==> src/hw/rtl/glyph_quad_vertex_generator_core_macros.svh <==
// Assertion macros used by the vertex sequencer of the glyph quad vertex generator.
`ifndef GLYPH_QUAD_VERTEX_GENERATOR_CORE_MACROS_SVH
`define GLYPH_QUAD_VERTEX_GENERATOR_CORE_MACROS_SVH

// Consequent must hold in the same cycle as the antecedent.
`define GQV_ASSERT_IMP(label, clk, rst, ante, cons) \
   label: assert property (@(posedge clk) disable iff (rst) (ante) |-> (cons)) \
      else $error("gqv: same-cycle check failed");

// Consequent must hold in the cycle after the antecedent.
`define GQV_ASSERT_NXT(label, clk, rst, ante, cons) \
   label: assert property (@(posedge clk) disable iff (rst) (ante) |=> (cons)) \
      else $error("gqv: next-cycle check failed");

`endif

==> src/hw/rtl/gqv_pkg.sv <==
// Types, constants and saturation helpers for the glyph quad vertex generator.
`default_nettype none

package gqv_pkg;

   // Table depth and internal screen coordinate width.
   localparam int GLYPH_COUNT = 256;
   localparam int COORD_BITS = 16;

   localparam int GLYPH_IDX_BITS = $clog2(GLYPH_COUNT);
   localparam logic [8:0] GLYPH_LIMIT = 9'(GLYPH_COUNT);
   localparam int EXT_BITS = (COORD_BITS > 16) ? COORD_BITS : 16;
   // Headroom for pen plus bearing plus size without overflow.
   localparam int WIDE_BITS = EXT_BITS + 3;

   localparam logic [7:0] NEWLINE_CODE = 8'd10;

   // Request operations.
   localparam logic OP_GLYPH_WRITE = 1'b0;
   localparam logic OP_PLACE_CHAR = 1'b1;

   // Configuration register indexes.
   localparam logic [1:0] CSR_START_X = 2'd0;
   localparam logic [1:0] CSR_START_Y = 2'd1;
   localparam logic [1:0] CSR_LINE_SPACING = 2'd2;
   localparam logic [9:0] LINE_SPACING_RESET = 10'd16;

   // Vertex positions within one character's group.
   localparam logic [2:0] VTX_STITCH_HEAD = 3'd0;
   localparam logic [2:0] VTX_TOP_LEFT = 3'd1;
   localparam logic [2:0] VTX_BOTTOM_LEFT = 3'd2;
   localparam logic [2:0] VTX_TOP_RIGHT = 3'd3;
   localparam logic [2:0] VTX_BOTTOM_RIGHT = 3'd4;
   localparam logic [2:0] VTX_STITCH_TAIL = 3'd5;

   typedef logic signed [COORD_BITS-1:0] coord_type;
   typedef logic signed [WIDE_BITS-1:0] wide_type;

   localparam coord_type COORD_MAX = coord_type'(2 ** (COORD_BITS - 1) - 1);
   localparam coord_type COORD_MIN = coord_type'(-(2 ** (COORD_BITS - 1)));
   localparam wide_type COORD_MAX_W = wide_type'(2 ** (COORD_BITS - 1) - 1);
   localparam wide_type COORD_MIN_W = wide_type'(-(2 ** (COORD_BITS - 1)));

   typedef struct packed {
      logic [9:0] left;
      logic [9:0] top;
      logic [8:0] width;
      logic [8:0] height;
   } geometry_type;

   typedef struct packed {
      logic [11:0] atlas_x;
      logic [11:0] atlas_y;
      logic [8:0] advance;
   } atlas_type;

   typedef struct packed {
      geometry_type geo;
      atlas_type atl;
   } glyph_entry_type;

   // Corner coordinates of one quad, already saturated and in output format.
   typedef struct packed {
      logic [15:0] x0;
      logic [15:0] x1;
      logic [15:0] y0;
      logic [15:0] y1;
      logic [12:0] s0;
      logic [12:0] s1;
      logic [12:0] t0;
      logic [12:0] t1;
   } quad_type;

   // Clamp a wide exact value to the signed coordinate range.
   function automatic coord_type saturate(wide_type v);
      coord_type r;
      if (v > COORD_MAX_W) begin
         r = COORD_MAX;
      end else if (v < COORD_MIN_W) begin
         r = COORD_MIN;
      end else begin
         r = coord_type'(v);
      end
      return r;
   endfunction

   // Sign-extend or truncate a coordinate to the 16-bit output field.
   function automatic logic [15:0] to_out16(coord_type c);
      logic signed [EXT_BITS-1:0] e;
      e = EXT_BITS'(c);
      return e[15:0];
   endfunction

endpackage

`default_nettype wire

==> src/hw/rtl/gqv_channels.sv <==
// Valid/ready channel interfaces for request, response and register write.
`default_nettype none


interface gqv_rsp_if;
   logic valid;
   logic ready;
   logic signed [15:0] vertex_x;
   logic signed [15:0] vertex_y;
   logic [12:0] tex_s;
   logic [12:0] tex_t;
   logic [2:0] vertex_index;
   logic last;

   modport source (
      output valid, vertex_x, vertex_y, tex_s, tex_t, vertex_index, last,
      input ready
   );
   modport sink (
      input valid, vertex_x, vertex_y, tex_s, tex_t, vertex_index, last,
      output ready
   );
endinterface


`default_nettype wire

==> src/hw/rtl/gqv_vertex_emit.sv <==
// Quad register and six-beat vertex sequencer driving the response channel.
`default_nettype none
`include "glyph_quad_vertex_generator_core_macros.svh"

module gqv_vertex_emit (
   input wire logic clock,
   input wire logic reset,
   input wire gqv_pkg::quad_type load_quad,
   input wire logic load_valid,
   output logic load_ready,
   gqv_rsp_if.source rsp
);

   logic c_valid_ff, c_valid_in;
   logic [2:0] cnt_ff, cnt_in;
   gqv_pkg::quad_type quad_ff, quad_in;
   logic beat;
   logic final_beat;

   // A response beat moves one vertex; the sixth frees the quad register.
   assign beat = rsp.valid && rsp.ready;
   assign final_beat = beat && (cnt_ff == gqv_pkg::VTX_STITCH_TAIL);
   assign load_ready = !c_valid_ff || final_beat;

   // Next state of the sequencer.
   always_comb begin
      c_valid_in = c_valid_ff;
      cnt_in = cnt_ff;
      quad_in = quad_ff;
      if (load_valid && load_ready) begin
         c_valid_in = 1'b1;
         cnt_in = gqv_pkg::VTX_STITCH_HEAD;
         quad_in = load_quad;
      end else if (final_beat) begin
         c_valid_in = 1'b0;
      end else if (beat) begin
         cnt_in = cnt_ff + 3'd1;
      end
   end

   // Control state is reset; the quad payload is not.
   always_ff @(posedge clock) begin
      if (reset) begin
         c_valid_ff <= 1'b0;
         cnt_ff <= gqv_pkg::VTX_STITCH_HEAD;
      end else begin
         c_valid_ff <= c_valid_in;
         cnt_ff <= cnt_in;
      end
      quad_ff <= quad_in;
   end

   // Pick the corner for the current vertex of the strip.
   always_comb begin
      rsp.valid = c_valid_ff;
      rsp.vertex_index = cnt_ff;
      rsp.last = (cnt_ff == gqv_pkg::VTX_STITCH_TAIL);
      case (cnt_ff)
         gqv_pkg::VTX_STITCH_HEAD: begin
            rsp.vertex_x = quad_ff.x0;
            rsp.vertex_y = quad_ff.y0;
            rsp.tex_s = '0;
            rsp.tex_t = '0;
         end
         gqv_pkg::VTX_TOP_LEFT: begin
            rsp.vertex_x = quad_ff.x0;
            rsp.vertex_y = quad_ff.y0;
            rsp.tex_s = quad_ff.s0;
            rsp.tex_t = quad_ff.t0;
         end
         gqv_pkg::VTX_BOTTOM_LEFT: begin
            rsp.vertex_x = quad_ff.x0;
            rsp.vertex_y = quad_ff.y1;
            rsp.tex_s = quad_ff.s0;
            rsp.tex_t = quad_ff.t1;
         end
         gqv_pkg::VTX_TOP_RIGHT: begin
            rsp.vertex_x = quad_ff.x1;
            rsp.vertex_y = quad_ff.y0;
            rsp.tex_s = quad_ff.s1;
            rsp.tex_t = quad_ff.t0;
         end
         gqv_pkg::VTX_BOTTOM_RIGHT: begin
            rsp.vertex_x = quad_ff.x1;
            rsp.vertex_y = quad_ff.y1;
            rsp.tex_s = quad_ff.s1;
            rsp.tex_t = quad_ff.t1;
         end
         default: begin
            rsp.vertex_x = quad_ff.x1;
            rsp.vertex_y = quad_ff.y1;
            rsp.tex_s = '0;
            rsp.tex_t = '0;
         end
      endcase
   end

   // A group is never cut short, vertices step by one, and a waiting quad holds.
   `GQV_ASSERT_NXT(group_continues_a, clock, reset, beat && !rsp.last, c_valid_ff)
   `GQV_ASSERT_NXT(index_steps_a, clock, reset, beat && !rsp.last, cnt_ff == $past(cnt_ff) + 3'd1)
   `GQV_ASSERT_NXT(quad_holds_a, clock, reset, c_valid_ff && !beat, $stable(quad_ff))

endmodule

`default_nettype wire

==> src/flat_wrapper.sv <==
// flat-port wrapper written by rule: the top's interface ports become plain ports
module gqv_vertex_emit_flat 
  (clock, reset, load_quad, load_valid, load_ready, rsp_valid, rsp_vertex_x, rsp_vertex_y, rsp_tex_s, rsp_tex_t, rsp_vertex_index, rsp_last, rsp_ready);
  gqv_rsp_if rsp_i ();
  input wire logic clock;
  input wire logic reset;
  input wire gqv_pkg::quad_type load_quad;
  input wire logic load_valid;
  output logic load_ready;
  output wire logic [$bits(rsp_i.valid)-1:0] rsp_valid;
  output wire logic [$bits(rsp_i.vertex_x)-1:0] rsp_vertex_x;
  output wire logic [$bits(rsp_i.vertex_y)-1:0] rsp_vertex_y;
  output wire logic [$bits(rsp_i.tex_s)-1:0] rsp_tex_s;
  output wire logic [$bits(rsp_i.tex_t)-1:0] rsp_tex_t;
  output wire logic [$bits(rsp_i.vertex_index)-1:0] rsp_vertex_index;
  output wire logic [$bits(rsp_i.last)-1:0] rsp_last;
  input wire logic [$bits(rsp_i.ready)-1:0] rsp_ready;
  assign rsp_valid = rsp_i.valid;
  assign rsp_vertex_x = rsp_i.vertex_x;
  assign rsp_vertex_y = rsp_i.vertex_y;
  assign rsp_tex_s = rsp_i.tex_s;
  assign rsp_tex_t = rsp_i.tex_t;
  assign rsp_vertex_index = rsp_i.vertex_index;
  assign rsp_last = rsp_i.last;
  assign rsp_i.ready = rsp_ready;
  gqv_vertex_emit u_core (.clock(clock), .reset(reset), .load_quad(load_quad), .load_valid(load_valid), .load_ready(load_ready), .rsp(rsp_i));
endmodule
==> config.mk <==
export PLATFORM = sky130hd
export DESIGN_NAME = gqv_vertex_emit_flat
export DESIGN_NICKNAME = d
export VERILOG_FILES = /design/src/hw/rtl/gqv_pkg.sv /design/src/hw/rtl/gqv_channels.sv /design/src/hw/rtl/gqv_vertex_emit.sv /design/src/flat_wrapper.sv
export VERILOG_INCLUDE_DIRS = /design/src /design/src/hw/rtl
export SDC_FILE = /design/constraint.sdc
export NUM_CORES = 1
export LEC_CHECK = 0
export BUFFER_PORTS_ARGS = -buffer_cell sky130_fd_sc_hd__buf_2
export CAP_MARGIN = 20
export CELL_PAD_IN_SITES_DETAIL_PLACEMENT = 0
export CELL_PAD_IN_SITES_GLOBAL_PLACEMENT = 1
export CORE_ASPECT_RATIO = 1.1
export CORE_MARGIN = 3
export CORE_UTILIZATION = 42
export CTS_BUF_LIST = sky130_fd_sc_hd__clkbuf_8 sky130_fd_sc_hd__clkbuf_16
export DETAILED_ROUTE_END_ITERATION = 10
export HOLD_SLACK_MARGIN = 0.05
export PLACE_DENSITY = 0.95
export RECOVER_POWER = 25
export SLEW_MARGIN = 20
export SYNTH_ARGS = -nofsm -noshare
export SYNTH_HDL_FRONTEND = slang
export SYNTH_SLANG_ARGS = --single-unit
==> constraint.sdc <==
create_clock -name clock -period 9.15 [get_ports clock]
set_clock_uncertainty 0.15 [all_clocks]
set_input_delay 1.3725 -clock clock [delete_from_list [all_inputs] [get_ports clock]]
set_output_delay 1.3725 -clock clock [all_outputs]
set_load 0.03 [all_outputs]
# Word-level counts from Yosys, hierarchy flattened
# Cells that the tools add are included.
# classes
n_reduce_logical	15
shift	0
addsub	1
eq_ne	5
div	0
muxes	6
magnitude_cmp	0
n_mul	0
n_bitwise	1
# ops
operator	n
13-bit one-hot mux with 2 select lines	2
16-bit 2-to-1 mux	2
2-bit OR reduction	5
3-bit by 2-bit == test with 1-bit output (second input constant)	2
3-bit == test (second input constant)	2
3-bit OR reduction	2
3-bit by 1-bit adder with 3-bit output (second input constant)	1
3-bit by 1-bit == test with 1-bit output (second input constant)	1
1-bit logical AND	3
3-bit zero test	1
1-bit 2-to-1 mux	2
2-bit AND reduction	1
2-bit nonzero test	1
1-bit zero test	1
1-bit logical OR	1
1-bit NOT	1
# totals
n_memories	0
inputBits	120
ff_bits	120
latch_bits	0
output_inout_bits	64
mem_bits_rw	0
word_cells	38
rom_bits	0

# Longest topological paths before layout
# Gate-level depths: netlist of run 1.
# logic_depth
word_depth	5
depth_mapped	7
depth_no_buf	5

# Worst setup path before layout of run 1
# Ideal clock, no wire load.
# synth_timing
path_type	input to register
start	in rsp_ready
end	reg u_core.quad_ff[0] (netlist name) (enable)
required_ns	8.512
path_slack_ns	4.064
path_buffers	0
arrival_ns	4.448
path_stages	3
setup_time_ns	0.488
path_cell_list	nand3_1 > nand2_1 > and2_1
# synth_via
elab_chain_cells	4
# synth_lines
element	line_no	source
from (decl)	flat_wrapper.sv:17	input wire logic [$bits(rsp_i.ready)-1:0] rsp_ready;
1-bit logical AND	gqv_vertex_emit.sv:21	assign beat = rsp.valid && rsp.ready;
1-bit logical AND	gqv_vertex_emit.sv:22	assign final_beat = beat && (cnt_ff == gqv_pkg::VTX_STITCH_TAIL);
1-bit logical OR	gqv_vertex_emit.sv:23	assign load_ready = !c_valid_ff || final_beat;
via load_ready	flat_wrapper.sv:9	output logic load_ready;
1-bit logical AND	gqv_vertex_emit.sv:30	if (load_valid && load_ready) begin
to (signal assigned)	gqv_vertex_emit.sv:50	quad_ff <= quad_in;
to (decl)	gqv_vertex_emit.sv:16	gqv_pkg::quad_type quad_ff, quad_in;
# The timed path passes the listed nets, and every way through them passes these cells.
# A chain may end at the register's enable or synchronous reset.

# Final worst setup path of run 1
# layout_timing
start	reg u_core.cnt_ff[2], in the netlist u_core.rsp.vertex_index[2]
end	out rsp_vertex_y[2]
# layout_via
elab_chain_cells	3
elab_cells_between_ends	5
classes_between	2 x eq/ne; 1 x mux; 2 x reduce/logical
# layout_lines
element	line_no	source
from (decl)	gqv_vertex_emit.sv:15	logic [2:0] cnt_ff, cnt_in;
from (signal assigned)	gqv_vertex_emit.sv:45	cnt_ff <= gqv_pkg::VTX_STITCH_HEAD;
from (signal assigned)	gqv_vertex_emit.sv:48	cnt_ff <= cnt_in;
3-bit by 1-bit == test with 1-bit output (tied with other cells)	gqv_vertex_emit.sv:58	case (cnt_ff)
3-bit OR reduction (no source line) *	-	
16-bit 2-to-1 mux *	gqv_vertex_emit.sv:58	
to (decl)	flat_wrapper.sv:12	output wire logic [$bits(rsp_i.vertex_y)-1:0] rsp_vertex_y;
# Every way passes the cells marked *; elsewhere a longest branch is shown, timed or not.

==> summary.md, run 1 <==
| Metric | Value |
|---|---|
| Detailed-route DRC error count | `0` |
| Number of nets in the final layout | `about 540` |
| WL/cell | `roughly 15 um` |
| PostCTS Resize Cnt | `0` |
| WP data required | `approximately 7.6 ns` |
| Sequential share of power | `0.466` |
| Core box area | `approximately 0.010 mm2` |
| Clock power frac | `0.435` |
| Sinks on Clock Net | `120` |
| Setup TNS | `0 ns` |
| Clock buffer depth | `2` |
| Height of the die | `between 100 and 150 um` |
| First-pass GRT wire length | `14,000 um` |
| CP max FO | `16` |
| Max Cap Viol | `0` |
| Vias in the first global route | `2,795` |
| Most frequent cell after synthesis | `edfxtp_1` |
| EDFF count, synth | `116` |
| # diodes | `0` |
| Met1 wire length | `around 3600 um` |
| Hold_buf cts | `0` |
| Main synth FF type | `edfxtp_1` |
| DR vias | `2,690` |
| RSZ-0062 raised after global routing | `no` |
| Drt pass-1 iters | `4` |
| Crit end category | `output pin` |
| Arrival time worst endpoint | `around 2.7 ns` |
| Chip Width | `105 um` |
| Post-Synthesis Cells | `roughly 220` |
| Initial DRC Count | `around 120` |
| Antenna violations before repair | `0` |
| Sw Ratio | `0.220` |
| Number of endpoints failing setup at the final stage | `0` |
| Setup CP Type | `register to output pin` |
| Clock root cell | `clkbuf_16` |
| DP Wirelength | `approximately 6400 um` |
| WL met2 | `between 4000 and 5000 um` |
| H-Tree Depth | `4` |
| Area growth, synth to finish | `34.9%` |
| Element type at the critical path start | `register` |
| Final min period | `4.25 ns` |
| Post-Syn Area per Cell | `a little over 20 um2` |
| Commonest cells in the netlist | `edfxtp_1 (116), a22o_1 (26), mux2_2 (22)` |
| Max frequency | `236 MHz` |
| Reg clk slew, reported paths | `approximately 0.05 ns` |
| Antenna viol nets, final | `0` |
| Vias per cell | `between 4 and 5` |
| Netlist cell types | `28` |
| Status | `finished clean` |
| IO Pins | `around 180` |
| # fillers | `between 800 and 900` |
| Worst-margin pin slew | `0.990 ns` |
| Synth top area cells | `edfxtp_1 (77%), mux2_2 (5.5%), a22o_1 (5.0%), mux2_4 (3.3%), dfxtp_1 (1.8%)` |
| Wirelength, routed | `just under 9000 um` |
| CP delay by family, top | `compound AO/OA/AOI/OAI gates` |
| #FFs+latches synth | `120` |
| Tot Pwr | `around 1.4 mW` |
| Post-synth ARST share | `0` |
| DR WL met3 | `between 700 and 800 um` |
| Dominant cell type by area after synthesis | `edfxtp_1` |
| PD cells | `about 230 mW/mm2` |
| Num rows | `39` |
| CTS buffer count | `17` |
| Gr usage total | `0.152` |
| Crit-path slowest cell | `o21ba_1` |
| Mapped Area | `between 0.004 and 0.005 mm2` |
| Largest net degree at the start of global routing | `60` |
| P_leak | `~2.5 nW` |
| I/O Buffers | `approximately 180` |
| Post-Syn Nets | `approximately 350` |
| CP Cell Sequence | `inv_1, ha_1, o21ba_1, mux2_2, buf_2` |
| Starting Density | `0.433` |
| Ys Warns | `0` |
| Crit path buffers/inverters | `2` |
| Final Hold Viols | `0` |
| Synth top area share | `0.771` |
| Register area share after synthesis | `0.789` |
| Rel. slew slack | `0.340` |
| Fin crit share | `0.464` |
| Worst skew pair latency | `~0.40 ns` |
| VDD IR-drop max | `0.000123 V` |
| Gr ovfl total | `0` |
| DR top layer | `met4` |
| DIE AREA | `around 0.012 mm2` |
| Final Max Slew Viols | `0` |
| HP Class | `register to register` |
| Postcts setup bufs | `0` |
| Logic pwr share | `0.099` |
| P_sw | `about 300 uW` |
| TritonCTS clock tree | `done` |
| Pint | `1.08 mW` |
| GP Congestion | `~0.73` |
| Layout cells sized above 1 | `0.583` |
| Max stage delay on crit path | `0.82 ns` |
registers in the layout, indices dropped and copies added, names as in the netlist:
name                     count
u_core.quad_ff             116
u_core.rsp.valid             1
u_core.rsp.vertex_index      3
final timing paths:
kind                                                 start                    endpoint  slack, ns  cells past startpoint
worst max-delay path            u_core.rsp.vertex_index[2]             rsp_vertex_y[2]       4.90                      5
worst min-delay path            u_core.rsp.vertex_index[1]  u_core.rsp.vertex_index[1]       0.38                      2
worst max register to register  u_core.rsp.vertex_index[0]          u_core.quad_ff[31]       6.34                      5
worst min register to register  u_core.rsp.vertex_index[1]  u_core.rsp.vertex_index[1]       0.38                      2
tightest hold or removal path, delay by kind of cell, from the launching register on:
kind | cells | cell delay (ns)
compound gates | 2 | 0.14
flops | 1 | 0.34
final cells by class:
cell class	instances	area [um2]	area share
clock buffer	17	425	0.0698
clock inverter	13	118	0.0193
inverter	5	18.8	0.00308
multi-input combinational	89	860	0.141
sequential	120	3560	0.585
tap	143	179	0.0294
timing repair buffer	185	931	0.153
stage by stage:
| step | cells | setup slack [ns] | util | area, um2 | hold slack, ns |
|---|---|---|---|---|---|
| floorplan | 223 | 4.06 | - | 4520 | 0.497 |
| global placement | 542 | 5.40 | 0.531 | 5550 | 0.358 |
| detailed placement | 542 | 5.32 | 0.531 | 5550 | 0.379 |
| CTS | 572 | 4.87 | 0.583 | 6090 | 0.387 |
| global route | 572 | 4.67 | 0.584 | 6090 | 0.438 |
| finish | 572 | 4.90 | 0.584 | 6090 | 0.384 |
cell families (layout without fill, tap and decap cells):
kind of cell / count (synthesis) / count (layout) / share of synthesized area
flip-flops: 120 / 120 / 0.789
adder cells (fa/ha/maj): 5 / 5 / 0.0139
AND/OR/NAND/NOR: 14 / 14 / 0.0172
multiplexers: 32 / 32 / 0.0881
AO/OA/AOI/OAI: 38 / 38 / 0.0693
buffers and inverters: 14 / 220 / 0.0227
layout by cell type (no fill, tap or decap):
master,Yosys,routed
and2_4,1,2
a22o_1,26,26
inv_1,5,8
mux2_4,10,10
mux2_2,22,22
nor3b_1,1,1
clkinvlp_4,0,2
nor2_1,3,2
clkbuf_16,0,17
dfxtp_1,4,4
nor2b_1,1,1
o21ai_2,0,1
nor2_2,1,2
buf_2,3,183
a21oi_1,3,3
buf_4,0,2
o21ba_1,1,1
clkinv_4,0,1
a21o_2,1,1
bufinv_16,0,2
clkinv_2,0,3
nand2_1,3,3
a311o_1,1,1
edfxtp_1,116,116
or3_1,1,1
ha_1,5,5
clkinv_1,0,2
or3b_1,1,1
nand3_1,1,1
a211oi_2,1,1
o21ai_0,4,3
a21oi_2,1,1
per-layer routing:
metal  vias up  GRT usage
met5         -          0
met4         0     0.0814
met2       136      0.240
met3        11     0.0511
li1       1284          -
met1      1259      0.186
power by group through the flow:
stage	combinational [mW]	sequential [mW]	clock [mW]
global route	0.148	0.651	0.646
floorplan	0.0888	0.660	0
detailed placement	0.139	0.660	0
finish	0.138	0.648	0.604
global placement	0.136	0.658	0
CTS	0.140	0.648	0.622
Note: power is estimated with default switching activity, not from simulation.
==> inputs of run 2 (changes only) <==
--- a/config.mk
+++ b/config.mk
@@ -6,17 +6,18 @@
 export SDC_FILE = /design/constraint.sdc
 export NUM_CORES = 1
 export LEC_CHECK = 0
+export ABC_AREA = 1
 export BUFFER_PORTS_ARGS = -buffer_cell sky130_fd_sc_hd__buf_2
 export CAP_MARGIN = 20
 export CELL_PAD_IN_SITES_DETAIL_PLACEMENT = 0
 export CELL_PAD_IN_SITES_GLOBAL_PLACEMENT = 1
 export CORE_ASPECT_RATIO = 1.1
 export CORE_MARGIN = 3
-export CORE_UTILIZATION = 42
+export CORE_UTILIZATION = 34
 export CTS_BUF_LIST = sky130_fd_sc_hd__clkbuf_8 sky130_fd_sc_hd__clkbuf_16
 export DETAILED_ROUTE_END_ITERATION = 10
 export HOLD_SLACK_MARGIN = 0.05
-export PLACE_DENSITY = 0.95
+export PLACE_DENSITY = 0.85
 export RECOVER_POWER = 25
 export SLEW_MARGIN = 20
 export SYNTH_ARGS = -nofsm -noshare
==> constraint.sdc (replaced) <==
create_clock -name clock -period 3.5 [get_ports clock]
set_clock_uncertainty 0.15 [all_clocks]
set_input_delay 0.525 -clock clock [delete_from_list [all_inputs] [get_ports clock]]
set_output_delay 0.525 -clock clock [all_outputs]
set_load 0.03 [all_outputs]
==> summary.md, run 2 <==
| Metric | Value |
|---|---|
| Clock buffer depth | `2 (unchanged)` |
| Largest Register | `u_core.quad_ff` |
| PostCTS Resize Cnt | `0 (unchanged)` |
| Final Max Slew Viols | `0 (unchanged)` |
| Arrival time worst endpoint | `2.29 ns (-0.43 ns)` |
| #FFs+latches synth | `120 (unchanged)` |
| WL/cell | `14.8 um (-4.3%)` |
| PD cells | `581 mW/mm2 (+150%)` |
| Vias per cell | `4.48 (-4.7%)` |
| Core box area | `0.0135 mm2 (+29%)` |
| Setup TNS | `0 ns (unchanged)` |
| TritonCTS clock tree | `done` |
| Layout cells sized above 1 | `0.445 (-0.138)` |
| Critical R2R Capture | `u_core.quad_ff[49]` |
| HP Class | `input port to register` |
| Worst Setup SP | `u_core.rsp.vertex_index[0]` |
| Worst-margin pin slew | `0.581 ns (-0.409 ns)` |
| Synth top area cells | `edfxtp_1 (73%), nand2_1 (6.2%), nand3_1 (4.4%), nand3_2 (4.2%), inv_1 (2.9%)` |
| Clock root cell | `clkbuf_16` |
| Vias in the first global route | `3,449 (+23%)` |
| Post-placement cell count | `714 (+32%)` |
| Ys Warns | `0 (unchanged)` |
| Max Cap Viol | `0 (unchanged)` |
| Most common cell after layout, fill and taps aside | `buf_2` |
| Dominant cell type by area after synthesis | `edfxtp_1` |
| Main synth FF type | `edfxtp_1` |
| Antenna violations before repair | `0 (unchanged)` |
| Height of the die | `130 um (+14%)` |
| Starting Density | `0.355 (-0.0780)` |
| Num rows | `44 (+13%)` |
| Antenna viol nets, final | `0 (unchanged)` |
| Status | `finished clean` |
| FF-to-FF path depth | `6 (+1)` |
| Wirelength, routed | `11,100 um (+25%)` |
| Area growth, synth to finish | `34.9% (about the same)` |
| DR vias | `3,345 (+24%)` |
| Worst R2R Setup Slack | `1.23 ns (-5.11 ns)` |
| Max frequency | `337 MHz` |
| Gr usage total | `0.144 (-0.00828)` |
| Final Non-Filler Cells | `746 (+30%)` |
| First-pass GRT wire length | `16,900 um (+21%)` |
| Final worst slack | `0.534 ns (-4.37 ns)` |
| Max reg flops | `116 (unchanged)` |
| # diodes | `0 (unchanged)` |
| Worst skew pair latency | `0.41 ns (about the same)` |
| IO Pins | `184 (unchanged)` |
| Final min period | `roughly 3.0 ns` |
| H-Tree Depth | `4 (unchanged)` |
| I/O Buffers | `183 (unchanged)` |
| Hold EP | `u_core.quad_ff[13]` |
| Crit Reg-Reg Startpoint | `u_core.rsp.vertex_index[0]` |
| Largest net degree at the start of global routing | `96 (+60%)` |
| Pre-CTS WS | `0.933 ns (-4.38 ns)` |
| Drt pass-1 iters | `4 (unchanged)` |
| Number of nets in the final layout | `674 (+24%)` |
| Synth top area share | `0.728 (-0.0428)` |
| Chip Width | `119 um (+14%)` |
| Mapped Area | `0.00478 mm2 (+5.9%)` |
| Netlist cell types | `20 (-29%)` |
| Register area share after synthesis | `0.745 (-0.0438)` |
| Post-synth ARST share | `0 (unchanged)` |
| CTS buffer count | `17 (unchanged)` |
| Initial DRC Count | `191 (+61%)` |
| VDD IR-drop max | `0.000319 V (+160%)` |
| # fillers | `1,217 (+46%)` |
| Commonest non-fill, non-tap cells in the layout | `buf_2 (183), edfxtp_1 (116), nand2_1 (79)` |
| Crit end category | `output pin` |
| RSZ-0062 raised after global routing | `no` |
| Reg clk slew, reported paths | `0.06 ns (about the same)` |
| DP Wirelength | `7690 um (+21%)` |
| Commonest cells in the netlist | `edfxtp_1 (116), nand2_1 (79), nand3_1 (42)` |
| Most frequent cell after synthesis | `edfxtp_1` |
| Post-Synthesis Cells | `357 (+60%)` |
| Hold_buf cts | `0 (unchanged)` |
| Number of endpoints failing setup at the final stage | `0 (unchanged)` |
| Post-Syn Area per Cell | `13.4 um2 (-34%)` |
| Final Hold Viols | `0 (unchanged)` |
| Setup CP Type | `register to output pin` |
| WP data required | `2.82 ns (-4.81 ns)` |
| EDFF count, synth | `116 (unchanged)` |
| Postcts setup bufs | `0 (unchanged)` |
| Rel. slew slack | `0.612 (+0.272)` |
| Fin crit share | `0.847` |
| GP Congestion | `0.750 (+3.4%)` |
| P_leak | `2.84 nW (+12%)` |
| Gr ovfl total | `0 (unchanged)` |
| Sinks on Clock Net | `120 (unchanged)` |
| Hold_sp | `load_quad[13]` |
| Element type at the critical path start | `register` |
| CP max FO | `24 (+8)` |
| DIE AREA | `0.0155 mm2 (+29%)` |
| Detailed-route DRC error count | `0 (unchanged)` |
| Post-Syn Nets | `482 (+39%)` |
| WHS Path Cells | `1 (-1)` |
==> run 2: cells by family after synthesis <==
family	after synthesis	synth area share
compound gates	29	0.0319
flops	120	0.745
simple gates	149	0.157
fa+ha+maj	5	0.0131
buf+inv	54	0.0531
==> run 2: worst max-delay path, cell delays in order, from the launching register on <==
cell,delay [ns]
dfxtp_1,0.40
inv_1,0.10
ha_1,0.22
nand2_2,0.20
buf_4,0.31
nand2_2,0.26
nand2_1,0.14
nand2_1,0.06
buf_2,0.17
==> run 2: final cells by class <==
| type | count | area (um2) | area share |
|---|---|---|---|
| sequential | 120 | 3560 | 0.553 |
| timing repair buffer | 189 | 973 | 0.151 |
| multi-input combinational | 183 | 965 | 0.150 |
| clock buffer | 17 | 425 | 0.0660 |
| tap | 184 | 230 | 0.0357 |
| inverter | 38 | 146 | 0.0227 |
| clock inverter | 15 | 144 | 0.0223 |
==> run 2: worst max path at each step <==
stage | end | slack, ns | cells after the start
finish | rsp_vertex_y[1] | 0.53 | 8
global placement | rsp_vertex_y[3] | 1.01 | 8
global route | rsp_vertex_y[12] | 0.29 | 8
CTS | rsp_vertex_y[1] | 0.47 | 8
floorplan | u_core.quad_ff[0] | 0.11 | 6
detailed placement | rsp_vertex_y[1] | 0.93 | 8
==> run 2: metal layers <==
| metal | routed length (um) | up-vias | share of wire | GRT usage |
|---|---|---|---|---|
| li1 | - | 1635 | - | - |
| met1 | 4310 | 1548 | 0.39 | 0.161 |
| met2 | 5630 | 146 | 0.51 | 0.248 |
| met3 | 899 | 16 | 0.081 | 0.0499 |
| met4 | 210 | 0 | 0.019 | 0.0682 |
| met5 | 0 | - | 0 | 0 |
==> run 2: power by group <==
| group | switching [mW] | internal (mW) |
|---|---|---|
| clock network | 0.672 | 0.989 |
| registers | 0.0288 | 1.70 |
| logic | 0.245 | 0.114 |
| total | 0.946 | 2.80 |
==> run 2: per-stage QoR <==
step | hold slack, ns | cell area, um2 | utilization | power, mW
floorplan | 0.444 | 4790 | - | 1.97
global placement | 0.382 | 5880 | 0.436 | 2.11
detailed placement | 0.403 | 5880 | 0.436 | 2.12
CTS | 0.105 | 6450 | 0.478 | 3.80
global route | 0.111 | 6450 | 0.478 | 3.90
finish | 0.128 | 6450 | 0.478 | 3.75
